$ cat config.mk
export PLATFORM = sky130hd
export DESIGN_NAME = zip_local_header_walker_flat
export DESIGN_NICKNAME = d
export VERILOG_FILES = /design/src/zlhw_pkg.sv /design/src/zlhw_req_if.sv /design/src/zlhw_rsp_if.sv /design/src/zip_local_header_walker.sv /design/src/zlhw_parser.sv /design/src/zlhw_queue.sv /design/src/flat_wrapper.sv
export SDC_FILE = /design/constraint.sdc
export NUM_CORES = 2
export LEC_CHECK = 0
export ABC_AREA = 1
export BUFFER_PORTS_ARGS = -buffer_cell sky130_fd_sc_hd__buf_2
export CORE_ASPECT_RATIO = 1.2
export CORE_UTILIZATION = 55
export DETAILED_ROUTE_END_ITERATION = 16
export PLACE_DENSITY = 0.72
export SYNTH_ARGS = -nofsm -noshare
export SYNTH_HDL_FRONTEND = slang
export SYNTH_HIERARCHICAL = 1
export SYNTH_SLANG_ARGS = --single-unit
export TNS_END_PERCENT = 20
$ cat constraint.sdc
create_clock -name clock -period 12.13 [get_ports clock]
set_input_delay 1.8195 -clock clock [delete_from_list [all_inputs] [get_ports clock]]
set_output_delay 1.8195 -clock clock [all_outputs]
set_load 0.02 [all_outputs]
$ cat src/zlhw_pkg.sv
// Shared types and constants for the archive local header walker.
// Used by the parser, the result queue, the top level and the testbench.
package zlhw_pkg;

   localparam int POSITION_BITS_DEFAULT = 32;
   localparam int QUEUE_DEPTH = 4;

   localparam logic [31:0] LOCAL_SIGNATURE = 32'h04034B50;
   localparam logic [7:0]  DESCRIPTOR_FLAG = 8'h08;
   localparam logic [7:0]  SLASH = 8'h2F;
   localparam logic [7:0]  BACKSLASH = 8'h5C;

   localparam logic [4:0] HEADER_LEN = 5'd30;
   localparam logic [4:0] SIGNATURE_LEN = 5'd4;
   localparam logic [4:0] HDR_FLAGS = 5'd6;
   localparam logic [4:0] HDR_METHOD = 5'd8;
   localparam logic [4:0] HDR_COMPRESSED = 5'd18;
   localparam logic [4:0] HDR_UNCOMPRESSED = 5'd22;
   localparam logic [4:0] HDR_NAME_LEN = 5'd26;
   localparam logic [4:0] HDR_EXTRA_LEN = 5'd28;

   localparam logic KIND_ENTRY = 1'b0;
   localparam logic KIND_STATUS = 1'b1;

   typedef enum logic [2:0] {
      PHASE_SEARCH,
      PHASE_HEADER,
      PHASE_NAME,
      PHASE_EXTRA,
      PHASE_DATA,
      PHASE_DONE
   } phase_type;

   typedef enum logic [1:0] {
      STATUS_OK,
      STATUS_NO_HEADER,
      STATUS_DESCRIPTOR,
      STATUS_TRUNCATED
   } status_type;

   typedef struct packed {
      logic        record_kind;
      status_type  status;
      logic [31:0] header_offset;
      logic [31:0] name_start;
      logic [15:0] name_bytes;
      logic [31:0] payload_start;
      logic [31:0] comp_bytes;
      logic [31:0] plain_bytes;
      logic [15:0] method;
      logic        readable;
      logic        last;
   } record_type;

   typedef struct packed {
      logic [1:0] count;
      record_type first;
      record_type second;
   } push_type;

endpackage

$ cat src/zlhw_req_if.sv
// Input channel: one archive byte per word with its end mark.
// Standalone; no dependencies.
interface zlhw_req_if;
   logic       valid;
   logic       ready;
   logic [7:0] archive_byte;
   logic       end_of_archive;

   modport source (output valid, output archive_byte, output end_of_archive, input ready);
   modport sink (input valid, input archive_byte, input end_of_archive, output ready);
endinterface

$ cat src/zlhw_rsp_if.sv
// Result channel: entry records and the final status record.
// Standalone; no dependencies.
interface zlhw_rsp_if;
   logic        valid;
   logic        ready;
   logic        record_kind;
   logic [1:0]  status;
   logic [31:0] header_offset;
   logic [31:0] name_start;
   logic [15:0] name_bytes;
   logic [31:0] payload_start;
   logic [31:0] comp_bytes;
   logic [31:0] plain_bytes;
   logic [15:0] method;
   logic        readable;
   logic        last;

   modport source (
      output valid, output record_kind, output status, output header_offset,
      output name_start, output name_bytes, output payload_start,
      output comp_bytes, output plain_bytes, output method,
      output readable, output last, input ready
   );
   modport sink (
      input valid, input record_kind, input status, input header_offset,
      input name_start, input name_bytes, input payload_start,
      input comp_bytes, input plain_bytes, input method,
      input readable, input last, output ready
   );
endinterface

$ cat src/zip_local_header_walker.sv
// Archive local header walker: one archive byte per word, one word per cycle.
// A record is built combinationally from the byte that causes it and registered into
// the result queue. The last byte of an archive that also closes an entry yields two
// words, pushed into the queue together; the input stalls while the four-word result
// queue has fewer than two free slots. Synchronous reset returns the walker to
// searching for a signature and empties the queue.
module zip_local_header_walker #(
   parameter int POSITION_BITS = zlhw_pkg::POSITION_BITS_DEFAULT
) (
   input logic         clock,
   input logic         reset,
   zlhw_req_if.sink    req_channel,
   zlhw_rsp_if.source  rsp_channel
);

   zlhw_pkg::push_type   push;
   zlhw_pkg::record_type head;
   logic                 take;
   logic                 pop;
   logic                 not_empty;
   logic                 room;

   assign take = req_channel.valid && req_channel.ready;
   assign pop = rsp_channel.valid && rsp_channel.ready;
   assign req_channel.ready = room;

   zlhw_parser #(
      .POSITION_BITS(POSITION_BITS)
   ) u_parser (
      .clock(clock),
      .reset(reset),
      .take(take),
      .archive_byte(req_channel.archive_byte),
      .end_of_archive(req_channel.end_of_archive),
      .push(push)
   );

   zlhw_queue u_queue (
      .clock(clock),
      .reset(reset),
      .push(push),
      .pop(pop),
      .head(head),
      .not_empty(not_empty),
      .room(room)
   );

   assign rsp_channel.valid = not_empty;
   assign rsp_channel.record_kind = head.record_kind;
   assign rsp_channel.status = head.status;
   assign rsp_channel.header_offset = head.header_offset;
   assign rsp_channel.name_start = head.name_start;
   assign rsp_channel.name_bytes = head.name_bytes;
   assign rsp_channel.payload_start = head.payload_start;
   assign rsp_channel.comp_bytes = head.comp_bytes;
   assign rsp_channel.plain_bytes = head.plain_bytes;
   assign rsp_channel.method = head.method;
   assign rsp_channel.readable = head.readable;
   assign rsp_channel.last = head.last;

endmodule

$ cat src/zlhw_parser.sv
// Per-byte header walk: state registers, field capture and record build.
// Depends on zlhw_pkg.
module zlhw_parser #(
   parameter int POSITION_BITS = zlhw_pkg::POSITION_BITS_DEFAULT
) (
   input  logic               clock,
   input  logic               reset,
   input  logic               take,
   input  logic [7:0]         archive_byte,
   input  logic               end_of_archive,
   output zlhw_pkg::push_type push
);

   zlhw_pkg::phase_type  phase_ff, phase_in, phase_step, seg_phase;
   zlhw_pkg::status_type final_status_ff, final_status_in, final_step;
   logic [31:0]              window_ff, window_in;
   logic [POSITION_BITS-1:0] position_ff, position_in;
   logic [POSITION_BITS-1:0] entry_start_ff, entry_start_in;
   logic [4:0]               count_ff, count_in;
   logic [15:0]              method_ff, method_in;
   logic [31:0]              compressed_ff, compressed_in;
   logic [31:0]              uncompressed_ff, uncompressed_in;
   logic [15:0]              name_len_ff, name_len_in;
   logic [15:0]              extra_len_ff, extra_len_in;
   logic [31:0]              skip_ff, skip_in, seg_skip;
   logic [7:0]               last_name_ff, last_name_in;
   logic                     descriptor_ff, descriptor_in;
   logic                     seg_go;
   logic                     emit;
   logic [1:0]               comp_rel, uncomp_rel;
   logic [POSITION_BITS-1:0] name_off, data_off;
   zlhw_pkg::record_type     entry_rec, status_rec;
   zlhw_pkg::status_type     end_status;

   assign comp_rel = 2'(count_ff - zlhw_pkg::HDR_COMPRESSED);
   assign uncomp_rel = 2'(count_ff - zlhw_pkg::HDR_UNCOMPRESSED);

   always_comb begin
      phase_in = phase_ff;
      final_status_in = final_status_ff;
      window_in = window_ff;
      position_in = position_ff;
      entry_start_in = entry_start_ff;
      count_in = count_ff;
      method_in = method_ff;
      compressed_in = compressed_ff;
      uncompressed_in = uncompressed_ff;
      name_len_in = name_len_ff;
      extra_len_in = extra_len_ff;
      skip_in = skip_ff;
      last_name_in = last_name_ff;
      descriptor_in = descriptor_ff;
      seg_go = 1'b0;
      seg_phase = phase_ff;
      seg_skip = skip_ff;
      emit = 1'b0;
      if (take) begin
         position_in = position_ff + POSITION_BITS'(1);
         window_in = {archive_byte, window_ff[31:8]};
         unique case (phase_ff)
            zlhw_pkg::PHASE_SEARCH: begin
               if (window_in == zlhw_pkg::LOCAL_SIGNATURE) begin
                  phase_in = zlhw_pkg::PHASE_HEADER;
                  count_in = zlhw_pkg::SIGNATURE_LEN;
                  entry_start_in = position_ff - POSITION_BITS'(3);
                  descriptor_in = 1'b0;
               end
            end
            zlhw_pkg::PHASE_HEADER: begin
               count_in = count_ff + 5'd1;
               if (count_ff == zlhw_pkg::HDR_FLAGS) begin
                  descriptor_in = (archive_byte & zlhw_pkg::DESCRIPTOR_FLAG) != 8'd0;
               end
               if (count_ff == zlhw_pkg::HDR_METHOD) begin
                  method_in[7:0] = archive_byte;
               end
               if (count_ff == zlhw_pkg::HDR_METHOD + 5'd1) begin
                  method_in[15:8] = archive_byte;
               end
               if (count_ff >= zlhw_pkg::HDR_COMPRESSED &&
                   count_ff < zlhw_pkg::HDR_COMPRESSED + 5'd4) begin
                  compressed_in[{comp_rel, 3'b000} +: 8] = archive_byte;
               end
               if (count_ff >= zlhw_pkg::HDR_UNCOMPRESSED &&
                   count_ff < zlhw_pkg::HDR_UNCOMPRESSED + 5'd4) begin
                  uncompressed_in[{uncomp_rel, 3'b000} +: 8] = archive_byte;
               end
               if (count_ff == zlhw_pkg::HDR_NAME_LEN) begin
                  name_len_in[7:0] = archive_byte;
               end
               if (count_ff == zlhw_pkg::HDR_NAME_LEN + 5'd1) begin
                  name_len_in[15:8] = archive_byte;
               end
               if (count_ff == zlhw_pkg::HDR_EXTRA_LEN) begin
                  extra_len_in[7:0] = archive_byte;
               end
               if (count_ff == zlhw_pkg::HDR_EXTRA_LEN + 5'd1) begin
                  extra_len_in[15:8] = archive_byte;
               end
               if (count_in == zlhw_pkg::SIGNATURE_LEN &&
                   window_in != zlhw_pkg::LOCAL_SIGNATURE) begin
                  phase_in = zlhw_pkg::PHASE_DONE;
                  final_status_in = zlhw_pkg::STATUS_OK;
               end else if (count_in == zlhw_pkg::HEADER_LEN) begin
                  if (descriptor_in) begin
                     phase_in = zlhw_pkg::PHASE_DONE;
                     final_status_in = zlhw_pkg::STATUS_DESCRIPTOR;
                  end else begin
                     seg_go = 1'b1;
                     seg_phase = zlhw_pkg::PHASE_NAME;
                     seg_skip = {16'd0, name_len_in};
                  end
               end
            end
            zlhw_pkg::PHASE_NAME: begin
               last_name_in = archive_byte;
               seg_go = 1'b1;
               seg_skip = skip_ff - 32'd1;
            end
            zlhw_pkg::PHASE_EXTRA, zlhw_pkg::PHASE_DATA: begin
               seg_go = 1'b1;
               seg_skip = skip_ff - 32'd1;
            end
            zlhw_pkg::PHASE_DONE: begin
            end
            default: begin
            end
         endcase

         // Empty name, extra and data segments fall through within the same byte.
         if (seg_go) begin
            if (seg_phase == zlhw_pkg::PHASE_NAME && seg_skip == 32'd0) begin
               seg_phase = zlhw_pkg::PHASE_EXTRA;
               seg_skip = {16'd0, extra_len_in};
            end
            if (seg_phase == zlhw_pkg::PHASE_EXTRA && seg_skip == 32'd0) begin
               seg_phase = zlhw_pkg::PHASE_DATA;
               seg_skip = compressed_in;
            end
            if (seg_phase == zlhw_pkg::PHASE_DATA && seg_skip == 32'd0) begin
               emit = name_len_in != 16'd0 && last_name_in != zlhw_pkg::SLASH &&
                      last_name_in != zlhw_pkg::BACKSLASH;
               phase_in = zlhw_pkg::PHASE_HEADER;
               count_in = 5'd0;
               entry_start_in = position_in;
               descriptor_in = 1'b0;
            end else begin
               phase_in = seg_phase;
               skip_in = seg_skip;
            end
         end
      end
      phase_step = phase_in;
      final_step = final_status_in;
      if (take && end_of_archive) begin
         phase_in = zlhw_pkg::PHASE_SEARCH;
         final_status_in = zlhw_pkg::STATUS_OK;
         window_in = 32'd0;
         position_in = '0;
         count_in = 5'd0;
      end
   end

   always_comb begin
      name_off = entry_start_ff + POSITION_BITS'(zlhw_pkg::HEADER_LEN);
      data_off = name_off + POSITION_BITS'(name_len_in) + POSITION_BITS'(extra_len_in);

      entry_rec.record_kind = zlhw_pkg::KIND_ENTRY;
      entry_rec.status = zlhw_pkg::STATUS_OK;
      entry_rec.header_offset = 32'(entry_start_ff);
      entry_rec.name_start = 32'(name_off);
      entry_rec.name_bytes = name_len_in;
      entry_rec.payload_start = 32'(data_off);
      entry_rec.comp_bytes = compressed_in;
      entry_rec.plain_bytes = uncompressed_in;
      entry_rec.method = method_in;
      entry_rec.readable = method_in == 16'd0 && compressed_in == uncompressed_in;
      entry_rec.last = 1'b0;

      unique case (phase_step)
         zlhw_pkg::PHASE_SEARCH: end_status = zlhw_pkg::STATUS_NO_HEADER;
         zlhw_pkg::PHASE_HEADER: end_status = zlhw_pkg::STATUS_OK;
         zlhw_pkg::PHASE_DONE:   end_status = final_step;
         default:                end_status = zlhw_pkg::STATUS_TRUNCATED;
      endcase

      status_rec = '0;
      status_rec.record_kind = zlhw_pkg::KIND_STATUS;
      status_rec.status = end_status;
      status_rec.last = 1'b1;

      push.count = {1'b0, take && emit} + {1'b0, take && end_of_archive};
      push.first = emit ? entry_rec : status_rec;
      push.second = status_rec;
   end

   always_ff @(posedge clock) begin
      if (reset) begin
         phase_ff <= zlhw_pkg::PHASE_SEARCH;
         final_status_ff <= zlhw_pkg::STATUS_OK;
         window_ff <= 32'd0;
         position_ff <= '0;
         count_ff <= 5'd0;
      end else begin
         phase_ff <= phase_in;
         final_status_ff <= final_status_in;
         window_ff <= window_in;
         position_ff <= position_in;
         count_ff <= count_in;
      end
   end

   always_ff @(posedge clock) begin
      entry_start_ff <= entry_start_in;
      method_ff <= method_in;
      compressed_ff <= compressed_in;
      uncompressed_ff <= uncompressed_in;
      name_len_ff <= name_len_in;
      extra_len_ff <= extra_len_in;
      skip_ff <= skip_in;
      last_name_ff <= last_name_in;
      descriptor_ff <= descriptor_in;
   end

endmodule

$ cat src/zlhw_queue.sv
// Result queue: takes up to two records per cycle, hands out one per cycle while the receiver is ready.
// Depends on zlhw_pkg.
module zlhw_queue (
   input  logic                 clock,
   input  logic                 reset,
   input  zlhw_pkg::push_type   push,
   input  logic                 pop,
   output zlhw_pkg::record_type head,
   output logic                 not_empty,
   output logic                 room
);

   localparam int DEPTH = zlhw_pkg::QUEUE_DEPTH;
   localparam int PTR_BITS = $clog2(DEPTH);
   localparam int COUNT_BITS = $clog2(DEPTH + 1);

   zlhw_pkg::record_type  mem [DEPTH];
   logic [PTR_BITS-1:0]   wr_ptr_ff, wr_ptr_in, rd_ptr_ff, rd_ptr_in;
   logic [COUNT_BITS-1:0] count_ff, count_in;

   assign wr_ptr_in = wr_ptr_ff + PTR_BITS'(push.count);
   assign rd_ptr_in = rd_ptr_ff + PTR_BITS'(pop);
   assign count_in = count_ff + COUNT_BITS'(push.count) - COUNT_BITS'(pop);

   assign head = mem[rd_ptr_ff];
   assign not_empty = count_ff != '0;
   assign room = count_ff <= COUNT_BITS'(DEPTH - 2);

   always_ff @(posedge clock) begin
      if (push.count != 2'd0) begin
         mem[wr_ptr_ff] <= push.first;
      end
      if (push.count == 2'd2) begin
         mem[wr_ptr_ff + PTR_BITS'(1)] <= push.second;
      end
   end

   always_ff @(posedge clock) begin
      if (reset) begin
         wr_ptr_ff <= '0;
         rd_ptr_ff <= '0;
         count_ff <= '0;
      end else begin
         wr_ptr_ff <= wr_ptr_in;
         rd_ptr_ff <= rd_ptr_in;
         count_ff <= count_in;
      end
   end

endmodule

$ cat src/flat_wrapper.sv
// flat-port wrapper written by rule: the top's interface ports become plain ports
module zip_local_header_walker_flat 
#(
   parameter int POSITION_BITS = zlhw_pkg::POSITION_BITS_DEFAULT
)
  (clock, reset, req_channel_valid, req_channel_archive_byte, req_channel_end_of_archive, req_channel_ready, rsp_channel_valid, rsp_channel_record_kind, rsp_channel_status, rsp_channel_header_offset, rsp_channel_name_start, rsp_channel_name_bytes, rsp_channel_payload_start, rsp_channel_comp_bytes, rsp_channel_plain_bytes, rsp_channel_method, rsp_channel_readable, rsp_channel_last, rsp_channel_ready);
  zlhw_req_if req_channel_i ();
  zlhw_rsp_if rsp_channel_i ();
  input logic clock;
  input logic reset;
  input wire logic [$bits(req_channel_i.valid)-1:0] req_channel_valid;
  input wire logic [$bits(req_channel_i.archive_byte)-1:0] req_channel_archive_byte;
  input wire logic [$bits(req_channel_i.end_of_archive)-1:0] req_channel_end_of_archive;
  output wire logic [$bits(req_channel_i.ready)-1:0] req_channel_ready;
  output wire logic [$bits(rsp_channel_i.valid)-1:0] rsp_channel_valid;
  output wire logic [$bits(rsp_channel_i.record_kind)-1:0] rsp_channel_record_kind;
  output wire logic [$bits(rsp_channel_i.status)-1:0] rsp_channel_status;
  output wire logic [$bits(rsp_channel_i.header_offset)-1:0] rsp_channel_header_offset;
  output wire logic [$bits(rsp_channel_i.name_start)-1:0] rsp_channel_name_start;
  output wire logic [$bits(rsp_channel_i.name_bytes)-1:0] rsp_channel_name_bytes;
  output wire logic [$bits(rsp_channel_i.payload_start)-1:0] rsp_channel_payload_start;
  output wire logic [$bits(rsp_channel_i.comp_bytes)-1:0] rsp_channel_comp_bytes;
  output wire logic [$bits(rsp_channel_i.plain_bytes)-1:0] rsp_channel_plain_bytes;
  output wire logic [$bits(rsp_channel_i.method)-1:0] rsp_channel_method;
  output wire logic [$bits(rsp_channel_i.readable)-1:0] rsp_channel_readable;
  output wire logic [$bits(rsp_channel_i.last)-1:0] rsp_channel_last;
  input wire logic [$bits(rsp_channel_i.ready)-1:0] rsp_channel_ready;
  assign req_channel_i.valid = req_channel_valid;
  assign req_channel_i.archive_byte = req_channel_archive_byte;
  assign req_channel_i.end_of_archive = req_channel_end_of_archive;
  assign req_channel_ready = req_channel_i.ready;
  assign rsp_channel_valid = rsp_channel_i.valid;
  assign rsp_channel_record_kind = rsp_channel_i.record_kind;
  assign rsp_channel_status = rsp_channel_i.status;
  assign rsp_channel_header_offset = rsp_channel_i.header_offset;
  assign rsp_channel_name_start = rsp_channel_i.name_start;
  assign rsp_channel_name_bytes = rsp_channel_i.name_bytes;
  assign rsp_channel_payload_start = rsp_channel_i.payload_start;
  assign rsp_channel_comp_bytes = rsp_channel_i.comp_bytes;
  assign rsp_channel_plain_bytes = rsp_channel_i.plain_bytes;
  assign rsp_channel_method = rsp_channel_i.method;
  assign rsp_channel_readable = rsp_channel_i.readable;
  assign rsp_channel_last = rsp_channel_i.last;
  assign rsp_channel_i.ready = rsp_channel_ready;
  zip_local_header_walker #(.POSITION_BITS(POSITION_BITS)) u_core (.clock(clock), .reset(reset), .req_channel(req_channel_i), .rsp_channel(rsp_channel_i));
endmodule
* Word level (Yosys, flattened, before mapping) *
Memories as Yosys holds them, arrays and structs flattened. A register that Yosys moved wholly into a read port is not among the register bits.
Index checks and enable logic that the tools add are counted.

storage, ports and cells
  register bits = 266
  RAM bits = 788
  bits of input ports = 13
  output and inout port bits = 199
  logic and storage cells = 182
  memories kept = 1

memory list
  name                depth  bits a word  rd ports  clocked after Yosys merged registers in  write ports  line              text
  u_core.u_queue.mem  4      197          1         1                                        2            zlhw_queue.sv:17  zlhw_pkg::record_type mem [DEPTH];

operators by class
  $add $sub $neg = 17
  $lt $le $gt $ge = 5
  equality and inequality tests = 24
  shifts and indexed selects = 4
  multiplexer cells = 88
  bitwise operators = 1
  reduce and logical (&&, ||, !) cells = 25

operators with widths
  operator                number
  $mux 32                 20
  $mux 197                1
  $mux 16                 7
  $logic_not 32->1        3
  $add 32x16->32          2
  $bwmux 32               2
  $mux 8                  8
  $pmux 32 s2             1
  $shift 8x7->32 const A  2
  $shiftx 8x7->32         2
  $mux 3                  18
  $add 32x1->32 const B   1
  $add 32x5->32 const B   1
  $eq 32x27->1 const B    1
  $eq 32x32->1            1
  $ne 32x27->1 const B    1
  $sub 32x1->32 const B   1
  $sub 32x2->32 const B   1
  $eq 5x5->1 const B      5
  $mux 1                  17
  $logic_not 16->1        1
  $reduce_bool 16->1      1
  $mux 5                  3
  $neg 5->7               2
  other kinds (32)        62

* Depth between registers and ports, before layout *
  depth in word-level cells = 29
  gate-level depth with buffers = 44
  depth with buffers taken out = 39

* Hierarchy *
The synthesis kept the hierarchy.

by module, submodules not included
  module                   instances  cells each  area an instance (µm²)  sequential area each (µm²)
  zlhw_queue               1          4309        39536.7                 23802.8
  zlhw_parser              1          3149        20000.4                 5755.5
  zip_local_header_walker  1          4           15.0                    0.0

* Least setup slack after synthesis *
OpenSTA, ideal clock, no wires.

  kind = input to register
  from = input port req_channel_archive_byte[3]
  to = memory u_core/u_queue/mem[0][0] (netlist bit) (enable)
  arrival time = 8.553 ns
  data required time = 10.565 ns
  slack = 2.012 ns
  stages on the path = 32
  path buffers = 4
  cells stage by stage = inv_2 -> nand3_1 -> nand2_2 -> nand3_2 -> buf_4 -> nand3_1 -> inv_2 -> a21oi_1 -> nand2_1 -> nor2_1 -> nand2_1 -> nor2_4 -> nand2_1 -> nand2_1 -> nand4_2 -> nor2_4 -> nand3_4 -> buf_4 -> nand2_1 -> nand2_1 -> nand2_1 -> nor2_1 -> nand2_1 -> nor2_1 -> nand4_1 -> buf_4 -> inv_2 -> ha_1 -> inv_1 -> nand4_2 -> clkbuf_1 -> nand2_1

RTL lines
  what             line                text
  start, declared  flat_wrapper.sv:12  input wire logic [$bits(req_channel_i.archive_byte)-1:0] req_channel_archive_byte;
  end, declared    zlhw_queue.sv:17

==> key figures <==
Pwr
  • PD cells: 170 mW/mm²
  • LEAKAGE: 25.7 nW
  • Worst vdd ir: 111 µV

Worst hold path
  • HP Class: reg2reg
  • Hold_sp: u_core/u_parser/window_ff[9]$_SDFFE_PP0P_

Critical path
  • CP endpoint kind: flop
  • WP buf/inv: 7
  • Cell mode on critical path: nand2_1
  • Largest stage delay on the critical path: 860 ps
  • Slowest CP cell: nand2_4
  • Worst setup path startpoint: u_core/u_parser/count_ff[0]$_SDFFE_PP0P_
  • Worst-path fanout max: 98
  • CP arrival: 9570 ps
  • FF-to-FF Start: u_core/u_parser/count_ff[0]$_SDFFE_PP0P_
  • CP delay by family, top: simple AND/OR/NAND/NOR gates
  • Critical setup path kind: reg2reg
  • Critical Path RT: 12500 ps
  • Setup crit start kind: flop

Die
  • Initial Util: 55.7%
  • Die Wd: 302 µm
  • I/O Pins: 212
  • Row Count: 131
  • Core box area: 0.107 mm²
  • Die H: 362 µm
  • Die footprint: 0.110 mm²

Timing
  • Unrepaired setup endpoints after global routing: false
  • Fin. Hold Viols: 0
  • Max Fclk: 109 MHz
  • Slew Viols, Final: 0
  • Final min period: 9200 ps
  • Setup violations, final: 0
  • Period utilization: 75.8%
  • Relative slew margins: 8.42%
  • Clock skew: 55.9 ps
  • Worst-Margin Slew: 1370 ps
  • Setup TNS: 0 ps

Drt
  • Via count: 48900
  • WL final: 170000 µm
  • Via/cell ratio: 5.49
  • Post-DRT Antenna Nets: 0
  • First-pass detailed-route iteration total: 6
  • Residual DRC: 0
  • Initial DRC count: 4703
  • DR WL/cell: 19.1 µm

Cells and area
  • Area growth from synthesis to layout: 7.39%
  • Fin nets: 7490
  • Fill count: 9487
  • Area of the multi-input gates: 0.0231 mm²
  • Layout cell share with drive strength beyond 1: 6.81%
  • Storage cell area: 0.0296 mm²
  • Cell area after layout: 0.0640 mm²

Synth
  • Netlist cell types: 59
  • Synth top area share: 43.4%
  • Synthesized area per cell: 7.98 µm²
  • Asr flop ratio synth: 0%
  • EDFF count, synth: 861
  • Seq/Total Area, Yosys: 49.6%
  • Synth area leaders: edfxtp_1 (43%), nand2_1 (12%), o21ai_0 (10%)
  • Dominant synthesized flop cell: edfxtp_1
  • Ys Warns: 6
  • Flops & latches, synth: 1046
  • Syn Inst Count: 7462
  • Top-count cell post-synth: nand2_1
  • Commonest cells post-synth: nand2_1 (1841), o21ai_0 (1211), inv_1 (1116)
  • Cell area after synthesis: 0.0596 mm²
  • Leading area contributor after synthesis: edfxtp_1

Global route
  • Largest net degree at the start of global routing: 264
  • Overall Global Routing Usage: 30.6%
  • Initial antenna violation count: 3
  • Vias in the first global route: 45000
  • Total grt overflow: 0
  • First-pass GRT wire length: 257000 µm

Run
  • Maxcap violations: 0

CTS
  • Hold-fix buffers, CTS: 0
  • Worst-Skew Late Latency: 750 ps
  • CTS tree: yes
  • Clock Tree Root: clkbuf_16
  • CTS HTree Levels: 3
  • Setup repair bufs after CTS: 0
  • Worst-path clk slew: 60 ps
  • Num CTS Buffers: 107
  • Gates resized, CTS repair: 0
  • CTS sink cnt: 1046
  • Largest buffer count on any clock path: 3

Placed design
  • Port bufs: 211
  • Post-DP HPWL: 116000 µm
  • Cell Area, Placed: 0.0605 mm²
  • Final RePlAce weighted congestion: 0.976

Run status
  • Outcome: complete, no violations
[worst min-delay path, stage by stage, from the launching register on]
cell     delay (ps)
dfxtp_1         310
nand2_1          60
a21oi_1          50
[state kept, by name (all words and copies together) (netlist names), 2 cells and up]
register                         flops
u_core/u_queue/mem                 788
u_core/u_parser/compressed_ff       32
u_core/u_parser/entry_start_ff      32
u_core/u_parser/position_ff         32
u_core/u_parser/skip_ff             32
u_core/u_parser/uncompressed_ff     32
u_core/u_parser/window_ff           24
u_core/u_parser/extra_len_ff        16
u_core/u_parser/method_ff           16
u_core/u_parser/name_len_ff         16
u_core/u_parser/last_name_ff         8
u_core/u_parser/count_ff             5
u_core/u_parser/phase_ff             3
u_core/u_queue/count_ff              3
u_core/u_parser/final_status_ff      2
u_core/u_queue/rd_ptr_ff             2
u_core/u_queue/wr_ptr_ff             2
[area by class of cell]
class	instances	area share (%)
Inverter	1132	6.65
Multi-Input combinational cell	4860	36.1
Antenna cell	3	0.0117
Timing Repair Buffer	283	2.89
Clock inverter	58	0.835
Sequential cell	1046	46.2
Clock buffer	144	4.52
Tap cell	1396	2.73
[placed cells by master, fill, tap and decap left out, types with 18 or more instances in the layout]
master and n:
clkinv_1 23, edfxtp_1 861, o211ai_1 199, o21ai_0 1209
dfxtp_1 183, xor2_1 71, nor2_1 475, nand3_1 151
fa_1 18, ha_1 29, nand4_1 71, a21oi_1 324
o21ai_1 30, inv_1 1113, nor3_1 64, conb_1 195
buf_2 211, clkinv_2 22, buf_12 20, buf_4 52
nor4_1 31, clkbuf_1 26, nand2_1 1837, clkbuf_16 107
[power breakdown]
part           total [mW]  internal, mW  switching, mW  leakage (nW)
Combinational        3.36         0.904           2.45          13.9
Sequential           4.24          4.10          0.142          10.1
Clock                3.25          1.83           1.42          1.68
Total                10.8          6.83           4.02          25.7
[per-stage QoR]
stage / util, % / hold slack, ps / total power, mW / std cells / worst slack, ps
after global placement: 56.6 / 449 / 7.60 / 8717 / 2420
final: 59.8 / 462 / 10.8 / 8922 / 2930
after global routing: 59.8 / 492 / 11.3 / 8919 / 2310
after floorplan: - / 437 / 6.53 / 7655 / 2010
after detailed placement: 56.6 / 454 / 7.63 / 8717 / 2410
after CTS: 59.8 / 464 / 10.9 / 8919 / 3060
[cell families after synthesis]
family                     count (synthesis)  share of synthesized area (%)
AOI/OAI and AO/OA                       1834                           16.6
xor gates and xnor gates                  76                           1.12
adders and majority gates                 47                           1.21
buffers and inverters                   1749                           12.9
DFF                                     1046                           49.6
other                                      2                         0.0126
and+or+nand+nor                         2708                           18.5
[worst paths after layout]
| check | slack [ps] | end | cells after the start |
|---|---|---|---|
| setup / recovery | 2930 | u_core/u_queue/mem[3][83]$_DFFE_PP_ | 35 |
| hold / removal | 460 | u_core/u_parser/window_ff[9]$_SDFFE_PP0P_ | 2 |
| setup reg to reg | 2930 | u_core/u_queue/mem[3][83]$_DFFE_PP_ | 35 |
| hold reg to reg | 460 | u_core/u_parser/window_ff[9]$_SDFFE_PP0P_ | 2 |
[routing by layer]
metal / part of all wire (%) / GRT usage (%) / vias to the layer above
met5: 0.015 / 0 / -
met4: 4.1 / 13.4 / 4
met3: 7.3 / 4.41 / 324
met2: 48 / 51.2 / 1865
met1: 41 / 39.2 / 22700
li1: - / - / 24100
(Power assumes the default switching activity.)
